--- src/rtl/core/tpc_pkg.sv ---
// ----------------------------------------------------------------------------
// tpc_pkg
// Shared types, register codes and defaults of the triangle pixel coverage
// block.
// ----------------------------------------------------------------------------
package tpc_pkg;

   localparam int SCREEN_SIZE   = 1024;
   localparam int FRACTION_BITS = 4;

   localparam int NUM_VERTS = 3;
   localparam int VERTEX_W  = 15;
   localparam int COLOR_W   = 16;
   localparam int LWIDTH_W  = 11;
   localparam int PIXEL_W   = 10;
   localparam int ADDR_W    = 5;
   localparam int DATA_W    = 32;
   localparam int REG_IDX_W = 3;

   localparam logic [LWIDTH_W-1:0] LINE_WIDTH_RESET = 11'd320;

   localparam logic [REG_IDX_W-1:0] REG_VERTEX0_X  = 3'd0;
   localparam logic [REG_IDX_W-1:0] REG_VERTEX0_Y  = 3'd1;
   localparam logic [REG_IDX_W-1:0] REG_VERTEX1_X  = 3'd2;
   localparam logic [REG_IDX_W-1:0] REG_VERTEX1_Y  = 3'd3;
   localparam logic [REG_IDX_W-1:0] REG_VERTEX2_X  = 3'd4;
   localparam logic [REG_IDX_W-1:0] REG_VERTEX2_Y  = 3'd5;
   localparam logic [REG_IDX_W-1:0] REG_FILL_COLOR = 3'd6;
   localparam logic [REG_IDX_W-1:0] REG_LINE_WIDTH = 3'd7;

   typedef struct packed {
      logic [PIXEL_W-1:0] pixel_x;
      logic [PIXEL_W-1:0] pixel_y;
   } req_type;

   typedef struct packed {
      logic [PIXEL_W-1:0] out_x;
      logic [PIXEL_W-1:0] out_y;
      logic               covered;
      logic [COLOR_W-1:0] out_color;
   } rsp_type;

   typedef struct packed {
      logic [NUM_VERTS-1:0][VERTEX_W-1:0] vert_x;
      logic [NUM_VERTS-1:0][VERTEX_W-1:0] vert_y;
      logic [COLOR_W-1:0]                 fill_color;
      logic [LWIDTH_W-1:0]                line_width;
   } cfg_type;

endpackage

--- src/rtl/core/tpc_csr.sv ---
// ----------------------------------------------------------------------------
// tpc_csr
// Configuration register file: vertices, fill color and line width behind an
// APB-style port.
// ----------------------------------------------------------------------------
module tpc_csr (
   input  logic                        clock,
   input  logic                        reset,
   input  logic                        psel,
   input  logic                        penable,
   input  logic                        pwrite,
   input  logic [tpc_pkg::ADDR_W-1:0]  paddr,
   input  logic [tpc_pkg::DATA_W-1:0]  pwdata,
   output logic [tpc_pkg::DATA_W-1:0]  prdata,
   output logic                        pready,
   output tpc_pkg::cfg_type            cfg
);

   localparam tpc_pkg::cfg_type CFG_RESET = '{
      vert_x:     '0,
      vert_y:     '0,
      fill_color: '0,
      line_width: tpc_pkg::LINE_WIDTH_RESET
   };

   tpc_pkg::cfg_type                    cfg_ff;
   tpc_pkg::cfg_type                    cfg_in;
   logic [tpc_pkg::REG_IDX_W-1:0]       reg_idx;
   logic                                wr_en;

   assign reg_idx = paddr[tpc_pkg::ADDR_W-1:2];
   assign wr_en   = psel & penable & pwrite;
   assign pready  = 1'b1;
   assign cfg     = cfg_ff;

   always_comb begin
      cfg_in = cfg_ff;
      if (wr_en) begin
         case (reg_idx)
            tpc_pkg::REG_VERTEX0_X:  cfg_in.vert_x[0]  = pwdata[tpc_pkg::VERTEX_W-1:0];
            tpc_pkg::REG_VERTEX0_Y:  cfg_in.vert_y[0]  = pwdata[tpc_pkg::VERTEX_W-1:0];
            tpc_pkg::REG_VERTEX1_X:  cfg_in.vert_x[1]  = pwdata[tpc_pkg::VERTEX_W-1:0];
            tpc_pkg::REG_VERTEX1_Y:  cfg_in.vert_y[1]  = pwdata[tpc_pkg::VERTEX_W-1:0];
            tpc_pkg::REG_VERTEX2_X:  cfg_in.vert_x[2]  = pwdata[tpc_pkg::VERTEX_W-1:0];
            tpc_pkg::REG_VERTEX2_Y:  cfg_in.vert_y[2]  = pwdata[tpc_pkg::VERTEX_W-1:0];
            tpc_pkg::REG_FILL_COLOR: cfg_in.fill_color = pwdata[tpc_pkg::COLOR_W-1:0];
            tpc_pkg::REG_LINE_WIDTH: cfg_in.line_width = pwdata[tpc_pkg::LWIDTH_W-1:0];
            default: cfg_in = cfg_ff;
         endcase
      end
   end

   always_comb begin
      prdata = '0;
      case (reg_idx)
         tpc_pkg::REG_VERTEX0_X:  prdata = tpc_pkg::DATA_W'(cfg_ff.vert_x[0]);
         tpc_pkg::REG_VERTEX0_Y:  prdata = tpc_pkg::DATA_W'(cfg_ff.vert_y[0]);
         tpc_pkg::REG_VERTEX1_X:  prdata = tpc_pkg::DATA_W'(cfg_ff.vert_x[1]);
         tpc_pkg::REG_VERTEX1_Y:  prdata = tpc_pkg::DATA_W'(cfg_ff.vert_y[1]);
         tpc_pkg::REG_VERTEX2_X:  prdata = tpc_pkg::DATA_W'(cfg_ff.vert_x[2]);
         tpc_pkg::REG_VERTEX2_Y:  prdata = tpc_pkg::DATA_W'(cfg_ff.vert_y[2]);
         tpc_pkg::REG_FILL_COLOR: prdata = tpc_pkg::DATA_W'(cfg_ff.fill_color);
         tpc_pkg::REG_LINE_WIDTH: prdata = tpc_pkg::DATA_W'(cfg_ff.line_width);
         default: prdata = '0;
      endcase
   end

   always_ff @(posedge clock) begin
      if (reset) begin
         cfg_ff <= CFG_RESET;
      end else begin
         cfg_ff <= cfg_in;
      end
   end

endmodule

--- config.mk ---
export PLATFORM = sky130hd
export DESIGN_NAME = tpc_csr
export DESIGN_NICKNAME = d
export VERILOG_FILES = /design/src/rtl/core/tpc_pkg.sv /design/src/rtl/core/tpc_csr.sv
export SDC_FILE = /design/constraint.sdc
export NUM_CORES = 1
export LEC_CHECK = 0
export BUFFER_PORTS_ARGS = -buffer_cell sky130_fd_sc_hd__buf_2
export CORE_MARGIN = 2
export CORE_UTILIZATION = 50
export DETAILED_ROUTE_END_ITERATION = 7
export PLACE_DENSITY_LB_ADDON = 0.3
export SYNTH_ARGS = -nofsm -noshare
export SYNTH_HDL_FRONTEND = slang
export SYNTH_SLANG_ARGS = --single-unit
--- constraint.sdc ---
create_clock -name clock -period 1.7 [get_ports clock]
set_clock_uncertainty 0.2 [all_clocks]
set_input_delay 0 -clock clock [delete_from_list [all_inputs] [get_ports clock]]
set_output_delay 0 -clock clock [all_outputs]
set_load 0.01 [all_outputs]
==> results of run 1 <==
## worst min-delay path by stage
stage | startpoint | to | slack (ns) | cells after the start
6_report | penable | cfg[17]$_SDFFE_PP0P_ | -0.01 | 6
3_3_place_gp | pwdata[15] | cfg[26]$_SDFFE_PP0P_ | 0.04 | 3
5_1_grt | penable | cfg[17]$_SDFFE_PP0P_ | 0.01 | 6
4_1_cts | paddr[2] | cfg[6]$_SDFFE_PP1P_ | 0.02 | 5
3_5_place_dp | pwdata[15] | cfg[26]$_SDFFE_PP0P_ | 0.05 | 3
2_1_floorplan | pwdata[12] | cfg[99]$_SDFFE_PP0P_ | -0.06 | 2
## cell usage in the layout (no fill, tap or decap), types with 2 or more instances in the layout
| cell type | instances |
|---|---|
| a221oi_2 | 10 |
| buf_2 | 153 |
| clkbuf_16 | 16 |
| mux2i_1 | 13 |
| nor2b_2 | 3 |
| nand2b_1 | 6 |
| a21oi_1 | 125 |
| a32oi_1 | 3 |
| o21bai_1 | 3 |
| buf_4 | 41 |
| clkinv_4 | 4 |
| clkinvlp_4 | 6 |
| nand2_1 | 211 |
| dfxtp_1 | 75 |
| bufinv_16 | 2 |
| mux2_4 | 6 |
| or3_1 | 2 |
| buf_12 | 3 |
| nor2_2 | 5 |
| nor2_1 | 26 |
| dlymetal6s4s_1 | 2 |
| nor2b_1 | 5 |
| inv_2 | 4 |
| conb_1 | 17 |
| or2_2 | 3 |
| a221oi_1 | 6 |
| buf_6 | 2 |
| mux2i_4 | 2 |
| nand3b_1 | 2 |
| a21oi_2 | 5 |
| a22o_1 | 15 |
| o21ai_0 | 26 |
| dfxtp_2 | 41 |
| clkinv_2 | 2 |
| dlygate4sd3_1 | 34 |
| inv_1 | 11 |
## layout make-up
type | count | share of cell area
clock buffer | 17 | 0.0550
clock inverter | 15 | 0.0211
inverter | 15 | 0.00748
multi-input combinational | 513 | 0.372
sequential | 117 | 0.318
tap | 140 | 0.0233
timing repair buffer | 236 | 0.203
## per-layer routing
metal,track usage,up-vias,share of wire
met5,0,-,0
met4,0.137,0,0.029
met3,0.0633,51,0.10
met2,0.509,380,0.47
met1,0.441,2809,0.40
li1,-,2728,-
## power groups by stage
stage          registers (mW)  logic [mW]  clock network, mW
2_1_floorplan            2.85       0.316                  0
3_3_place_gp             2.84       0.464                  0
3_5_place_dp             2.84       0.469                  0
4_1_cts                  2.78       0.531               3.45
5_1_grt                  2.78       0.602               3.58
6_report                 2.78       0.566               3.45
## cell families after synthesis
family	count (synthesis)	share of synthesized area
buf+inv	98	0.0982
simple gates	273	0.214
other cells	2	0.00138
mux	22	0.0421
compound gates	201	0.214
flops	117	0.430
## what timing repair did
action                                 CTS  global route
endpoints found under the hold margin  117             0
pin swaps                               11            15
hold buffers                            38             0
setup endpoints to repair               13            37
gates resized for setup                 52            38
setup buffers                           11             2
## per-stage QoR
step / setup slack, ns / area [sq um] / util / TNS, ns
CTS: -0.265 / 7420 / 0.690 / -1.84
global route: -0.345 / 7530 / 0.701 / -2.44
detailed placement: 0.0235 / 6250 / 0.582 / 0
floorplan: 0.316 / 5500 / - / 0
finish: -0.277 / 7530 / 0.701 / -1.81
global placement: 0.0584 / 6250 / 0.582 / 0
## worst max-delay path, stage by stage, from the launching register on
cell and delay (ns):
dfxtp_1 0.33, mux2i_1 0.31, a221oi_1 0.17, a221oi_2 0.24
nor2_1 0.07, buf_2 0.14
==> impl_metrics.prom, run 1 <==
# TYPE chip_impl_metric gauge
chip_impl_info{name="crit_path_start_kind",value="register"} 1
chip_impl_metric{name="design.portCount",unit=""} 192
chip_impl_info{name="setup.worst_path.end",value="prdata[9]"} 1
chip_impl_metric{name="cp_data_required_time",unit="ns"} 1.50
chip_impl_metric{name="power.share.combinational",unit=""} 0.083
chip_impl_metric{name="sequential_cell_area_fraction_in_the_yosys_report",unit=""} 0.430
chip_impl_info{name="status",value="finished, violations left"} 1
chip_impl_info{name="worstSetupStartpoint",value="cfg[20]$_SDFFE_PP0P_"} 1
chip_impl_metric{name="grt_pass1_wl",unit="um"} 29000
chip_impl_metric{name="worst_hold_margin",unit="ns"} -0.0135
chip_impl_metric{name="portion_of_synthesized_cell_area_occupied_by_the_leading_cell_type",unit=""} 0.430
chip_impl_metric{name="setup_violations",unit=""} 12
chip_impl_metric{name="grt-ovfl-total",unit=""} 0
chip_impl_metric{name="postSynthRegisterBits",unit=""} 117
chip_impl_info{name="synth_most_common_cell",value="nand2_1"} 1
chip_impl_metric{name="setup_slack",unit="ns"} -0.277
chip_impl_metric{name="crit_path_max_fanout",unit=""} 3
chip_impl_metric{name="period_share",unit=""} 1.16
chip_impl_info{name="post_synth_most_frequent_cells",value="212 x nand2_1, 130 x a21oi_1, 117 x dfxtp_1"} 1
chip_impl_metric{name="cap_violations",unit=""} 0
chip_impl_metric{name="powerDensity",unit="nW/um^2"} 903
chip_impl_info{name="r2r_end",value="cfg[9]$_SDFFE_PP0P_"} 1
chip_impl_info{name="failed_checks",value="hold timing, setup timing"} 1
chip_impl_metric{name="relSlewSlack",unit=""} 0.580
chip_impl_metric{name="core_region_area",unit="sq um"} 10700
chip_impl_metric{name="drt_initial_violations",unit=""} 658
chip_impl_metric{name="antenna_found_initial",unit=""} 0
chip_impl_metric{name="num-fill-cells",unit=""} 843
chip_impl_info{name="synth_ff_type",value="dfxtp_1"} 1
chip_impl_metric{name="cts.sinks",unit=""} 117
chip_impl_info{name="synth_largest_area_cell",value="dfxtp_1"} 1
chip_impl_metric{name="synth_enable_flop_cells",unit=""} 0
chip_impl_metric{name="count_of_cell_types_in_the_netlist",unit=""} 39
chip_impl_metric{name="syn_to_final_growth",unit="%"} 38.4
chip_impl_metric{name="mappedNetlistArea",unit="sq um"} 5440
chip_impl_metric{name="reg2reg_slack",unit="ns"} 0.28
chip_impl_metric{name="dp_cells",unit=""} 972
chip_impl_metric{name="fin_total_pwr",unit="mW"} 6.80
chip_impl_metric{name="initial_core_util",unit=""} 0.507
chip_impl_metric{name="post_route_cells_drive_above_1_share",unit=""} 0.356
chip_impl_metric{name="drtAntennaViolNets",unit=""} 0
chip_impl_metric{name="ff_latch_area",unit="sq um"} 2400
chip_impl_metric{name="avgRoutedWirePerCell",unit="um"} 18.4
chip_impl_metric{name="clock_power_share",unit=""} 0.508
chip_impl_metric{name="grt_max_degree",unit=""} 39
chip_impl_metric{name="timing.fmax",unit="MHz"} 506
chip_impl_info{name="timing.setup.critical_path_class",value="reg -> out"} 1
chip_impl_metric{name="skew_pair_late_insertion_delay",unit="ns"} 0.52
chip_impl_metric{name="placement.io_buffers",unit=""} 156
chip_impl_metric{name="h_tree_level_count",unit=""} 4
chip_impl_metric{name="grt_use_total",unit=""} 0.326
chip_impl_info{name="critical_path.endpoint_type",value="output port"} 1
chip_impl_metric{name="antenna_cells",unit=""} 0
chip_impl_metric{name="drc_errors",unit=""} 0
chip_impl_metric{name="fin_nets",unit=""} 942
chip_impl_metric{name="syn_inst_count",unit=""} 713
chip_impl_metric{name="intPower",unit="mW"} 5.06
chip_impl_metric{name="place_hpwl",unit="um"} 13000
chip_impl_metric{name="chipHeight",unit="um"} 108
chip_impl_metric{name="average_instance_area_after_synthesis",unit="sq um"} 7.63
chip_impl_metric{name="drt_pass1_iterations",unit=""} 5
chip_impl_info{name="clock-root-buffer",value="clkbuf_8"} 1
chip_impl_metric{name="cts_max_path_buffers",unit=""} 2
chip_impl_metric{name="routabilityCongestion",unit=""} 0.967
chip_impl_info{name="rsz_0062_raised_after_global_routing",value="true"} 1
chip_impl_metric{name="numCtsBuffers",unit=""} 17
chip_impl_metric{name="ys.warnings.count",unit=""} 0
chip_impl_metric{name="vdd_ir_drop_max",unit="uV"} 560
chip_impl_metric{name="cts.reportedPaths.clkPinSlew",unit="ns"} 0.06
chip_impl_metric{name="maxSlewViolCount",unit=""} 0
chip_impl_metric{name="worst_slew_pin_slew",unit="ns"} 0.630
chip_impl_metric{name="vias",unit=""} 5968
chip_impl_info{name="clock_tree_from_tritoncts",value="done"} 1
chip_impl_metric{name="grt_pass1_vias",unit=""} 5404
chip_impl_info{name="timing.rr.start",value="cfg[9]$_SDFFE_PP0P_"} 1
chip_impl_metric{name="postSynth.asyncResetShare",unit=""} 0
chip_impl_metric{name="worst_r2r_path_depth",unit=""} 3
chip_impl_metric{name="final_hold_viol_count",unit=""} 13
chip_impl_metric{name="power.net_switching",unit="mW"} 1.74
chip_impl_metric{name="multiInputGateArea",unit="sq um"} 2800
chip_impl_metric{name="finalWorstPathRequiredPeriod",unit="ns"} 1.98
chip_impl_metric{name="p_sw_frac",unit=""} 0.257
chip_impl_metric{name="total_leakage_power",unit="nW"} 3.21
chip_impl_info{name="synth_top_cells_by_area",value="dfxtp_1 43%, nand2_1 15%, a21oi_1 12%, buf_4 4.6%, mux2i_1 2.8%"} 1
chip_impl_metric{name="drt-vias-per-instance",unit=""} 5.67
chip_impl_metric{name="seq_power_share",unit=""} 0.409
chip_impl_info{name="worst_hold_path_type",value="in -> reg"} 1
chip_impl_metric{name="die-width",unit="um"} 108
chip_impl_metric{name="core.rowCount",unit=""} 38
chip_impl_metric{name="post_layout_nonfiller_instances",unit=""} 1053
chip_impl_metric{name="area_enclosed_by_the_die_boundary",unit="sq um"} 11700
chip_impl_metric{name="largest_register_ffs",unit=""} 117
chip_impl_metric{name="worst_ep_arrival_time",unit="ns"} 1.78
chip_impl_metric{name="postRouteWirelength",unit="um"} 19300
(Power assumes the default switching activity.)
==> inputs of run 2 (changes only) <==
--- a/config.mk
+++ b/config.mk
@@ -9,6 +9,7 @@
 export CORE_MARGIN = 2
 export CORE_UTILIZATION = 50
 export DETAILED_ROUTE_END_ITERATION = 7
+export HOLD_SLACK_MARGIN = 0.15
 export PLACE_DENSITY_LB_ADDON = 0.3
 export SYNTH_ARGS = -nofsm -noshare
 export SYNTH_HDL_FRONTEND = slang
==> run 2 against run 1 <==
The run ends with setup timing left. Worst hold slack improved by 0.10 ns. Combinational power grew 9.4%. Worst setup slack worse by 0.011 ns. Sequential power about the same. Cell area grew 1.3%. Critical endpoint is now cfg[26]$_SDFFE_PP0P_. Largest power group unchanged. Highest routed layer unchanged.
==> impl_metrics.prom, run 2 (same netlist as run 1, synthesis figures left out) <==
# TYPE chip_impl_metric gauge
chip_impl_metric{name="worst_ep_arrival_time",unit="ns"} 2.25
chip_impl_metric{name="worst_slew_pin_slew",unit="ns"} 0.652
chip_impl_metric{name="vias",unit=""} 6105
chip_impl_metric{name="post-route-cell-area",unit="sq um"} 7630
chip_impl_metric{name="core_region_area",unit="sq um"} 10700
chip_impl_metric{name="die-width",unit="um"} 108
chip_impl_metric{name="numCtsBuffers",unit=""} 17
chip_impl_metric{name="tns",unit="ns"} -7.39
chip_impl_metric{name="chipHeight",unit="um"} 108
chip_impl_metric{name="antenna_found_initial",unit=""} 0
chip_impl_metric{name="area_enclosed_by_the_die_boundary",unit="sq um"} 11700
chip_impl_info{name="critical_path.endpoint_type",value="register"} 1
chip_impl_metric{name="met3RoutedLength",unit="um"} 2250
chip_impl_info{name="timing.setup.critical_path_class",value="in -> reg"} 1
chip_impl_metric{name="place_hpwl",unit="um"} 13000
chip_impl_metric{name="drc_errors",unit=""} 0
chip_impl_metric{name="core.rowCount",unit=""} 38
chip_impl_metric{name="p_sw_frac",unit=""} 0.257
chip_impl_info{name="layout.cells.most_common_list",value="211 x nand2_1, 152 x buf_2, 125 x a21oi_1"} 1
chip_impl_info{name="cpMostUsedCell",value="dlygate4sd3_1"} 1
chip_impl_metric{name="crit_path_max_fanout",unit=""} 16
chip_impl_metric{name="grt_pass1_vias",unit=""} 5489
chip_impl_metric{name="worst_path_largest_cell_delay",unit="ns"} 0.67
chip_impl_metric{name="period_share",unit=""} 1.17
chip_impl_info{name="clock_tree_from_tritoncts",value="done"} 1
chip_impl_metric{name="grt_use_total",unit=""} 0.332
chip_impl_metric{name="drt-vias-per-instance",unit=""} 5.73
chip_impl_metric{name="maxSlewViolCount",unit=""} 0
chip_impl_metric{name="drtAntennaViolNets",unit=""} 0
chip_impl_metric{name="cts.sinks",unit=""} 117
chip_impl_metric{name="setup_slack",unit="ns"} -0.288
chip_impl_metric{name="routabilityCongestion",unit=""} 0.967
chip_impl_metric{name="cts_max_path_buffers",unit=""} 2
chip_impl_info{name="mostFrequentLayoutCell",value="nand2_1"} 1
chip_impl_metric{name="drt_pass1_iterations",unit=""} 6
chip_impl_metric{name="final_hold_viol_count",unit=""} 0
chip_impl_metric{name="antenna_cells",unit=""} 0
chip_impl_metric{name="clock_power_share",unit=""} 0.504
chip_impl_metric{name="h_tree_level_count",unit=""} 4
chip_impl_info{name="highest-signal-layer",value="met4"} 1
chip_impl_info{name="critical_path_cell_with_the_highest_stage_delay",value="dlygate4sd3_1"} 1
chip_impl_metric{name="grt_max_degree",unit=""} 39
chip_impl_metric{name="setup_violations",unit=""} 58
chip_impl_metric{name="largest_register_ffs",unit=""} 117
chip_impl_metric{name="drt_initial_violations",unit=""} 683
chip_impl_metric{name="avgRoutedWirePerCell",unit="um"} 18.6
chip_impl_metric{name="powerDensity",unit="nW/um^2"} 898
chip_impl_metric{name="placed_cell_area",unit="sq um"} 6250
chip_impl_info{name="failed_checks",value="setup timing"} 1
chip_impl_metric{name="met1Wirelength",unit="um"} 7940
chip_impl_metric{name="vdd_ir_drop_max",unit="uV"} 487
chip_impl_metric{name="cp_data_required_time",unit="ns"} 1.96
chip_impl_metric{name="seq_power_share",unit=""} 0.406
chip_impl_metric{name="critical_path_buf_inv_count",unit=""} 5
chip_impl_metric{name="syn_to_final_growth",unit="%"} 40.2
chip_impl_info{name="ordered_cell_list_for_the_critical_path",value="buf_2 -> buf_4 -> nand4_4 -> dlygate4sd3_1 -> nor2_2 -> buf_6 -> nand2_1 -> dlygate4sd3_1 -> a21oi_1"} 1
chip_impl_metric{name="cts.reportedPaths.clkPinSlew",unit="ns"} 0.06
chip_impl_metric{name="fin_nets",unit=""} 954
chip_impl_metric{name="post_route_cells_drive_above_1_share",unit=""} 0.349
chip_impl_info{name="worst_hold_path_type",value="in -> reg"} 1
chip_impl_metric{name="intPower",unit="mW"} 5.09
chip_impl_metric{name="cap_violations",unit=""} 0
chip_impl_info{name="cp_top_family",value="buffers and inverters"} 1
chip_impl_metric{name="power.share.combinational",unit=""} 0.090
chip_impl_metric{name="wl_met2",unit="um"} 9050
chip_impl_metric{name="total_leakage_power",unit="nW"} 3.22
chip_impl_metric{name="finalWorstPathRequiredPeriod",unit="ns"} 1.99
chip_impl_metric{name="placement.io_buffers",unit=""} 156
chip_impl_info{name="clock-root-buffer",value="clkbuf_8"} 1
chip_impl_metric{name="worst_hold_margin",unit="ns"} 0.0866
chip_impl_info{name="status",value="finished, violations left"} 1
chip_impl_metric{name="skew_pair_late_insertion_delay",unit="ns"} 0.52
chip_impl_metric{name="initial_core_util",unit=""} 0.507
chip_impl_info{name="rsz_0062_raised_after_global_routing",value="true"} 1
chip_impl_metric{name="power.net_switching",unit="mW"} 1.76
chip_impl_metric{name="timing.fmax",unit="MHz"} 503
chip_impl_metric{name="grt_pass1_wl",unit="um"} 29400
chip_impl_metric{name="postRouteWirelength",unit="um"} 19800
chip_impl_info{name="crit_path_start_kind",value="input port"} 1
chip_impl_metric{name="relSlewSlack",unit=""} 0.563
chip_impl_metric{name="design.portCount",unit=""} 192
chip_impl_metric{name="grt-ovfl-total",unit=""} 0
[run 2: cell types whose count changed in the layout (fill, tap and decap cells not counted), sizes merged]
cell,delta
dlymetal6s4s,-2
dlygate4sd3,+13
clkbuf,+1
[run 2: worst reg2reg max path, cell delays in order, from the launching register on]
cell and delay [ns]:
dfxtp_2 0.32, buf_4 0.12, buf_4 0.13, o21ai_0 0.07, a21oi_1 0.08
[run 2: power groups by stage]
stage                     logic (mW)  registers, mW  clock network [mW]
after floorplan                0.316           2.85                   0
after global placement         0.464           2.84                   0
after detailed placement       0.469           2.84                   0
after CTS                      0.577           2.78                3.45
after global routing           0.655           2.78                3.58
final                          0.619           2.78                3.45
[run 2: per-stage QoR]
stage               utilization  power, mW  worst slack [ns]  cells
finish                    0.710       6.85            -0.288   1065
global route              0.710       7.02            -0.345   1065
CTS                       0.697       6.81            -0.265   1060
detailed placement        0.582       3.31            0.0235    972
global placement          0.582       3.30            0.0584    972
floorplan                     -       3.16             0.316    728
[run 2: repair_timing]
action | 4_1_cts | 5_1_grt
hold buffers | 45 | 5
setup endpoints to repair | 13 | 34
pin swaps | 11 | 14
setup buffers | 11 | 3
endpoints found under the hold margin | 117 | 88
resized for setup | 52 | 34
[run 2: path summary, 6_finish.rpt]
path / from / endpoint / slack (ns) / depth (start not counted)
setup / recovery: paddr[3] / cfg[26]$_SDFFE_PP0P_ / -0.29 / 9
hold / removal: paddr[3] / cfg[82]$_SDFFE_PP0P_ / 0.09 / 6
setup reg to reg: cfg[102]$_SDFFE_PP0P_ / cfg[102]$_SDFFE_PP0P_ / 0.63 / 4
hold reg to reg: cfg[59]$_SDFFE_PP0P_ / cfg[59]$_SDFFE_PP0P_ / 0.27 / 2
[run 2: per-layer routing]
layer	GRT usage	up-vias
li1	-	2761
met1	0.456	2858
met2	0.502	419
met3	0.0796	67
met4	0.134	0
met5	0	-
[run 2: layout make-up]
type,instances,area (sq um)
repair buffers,248,1650
inverters,15,56.3
flip-flops and latches,117,2390
well taps,140,175
multi-input cells,513,2780
clock buffers,17,414
fillers,814,3110
clock inverters,15,159
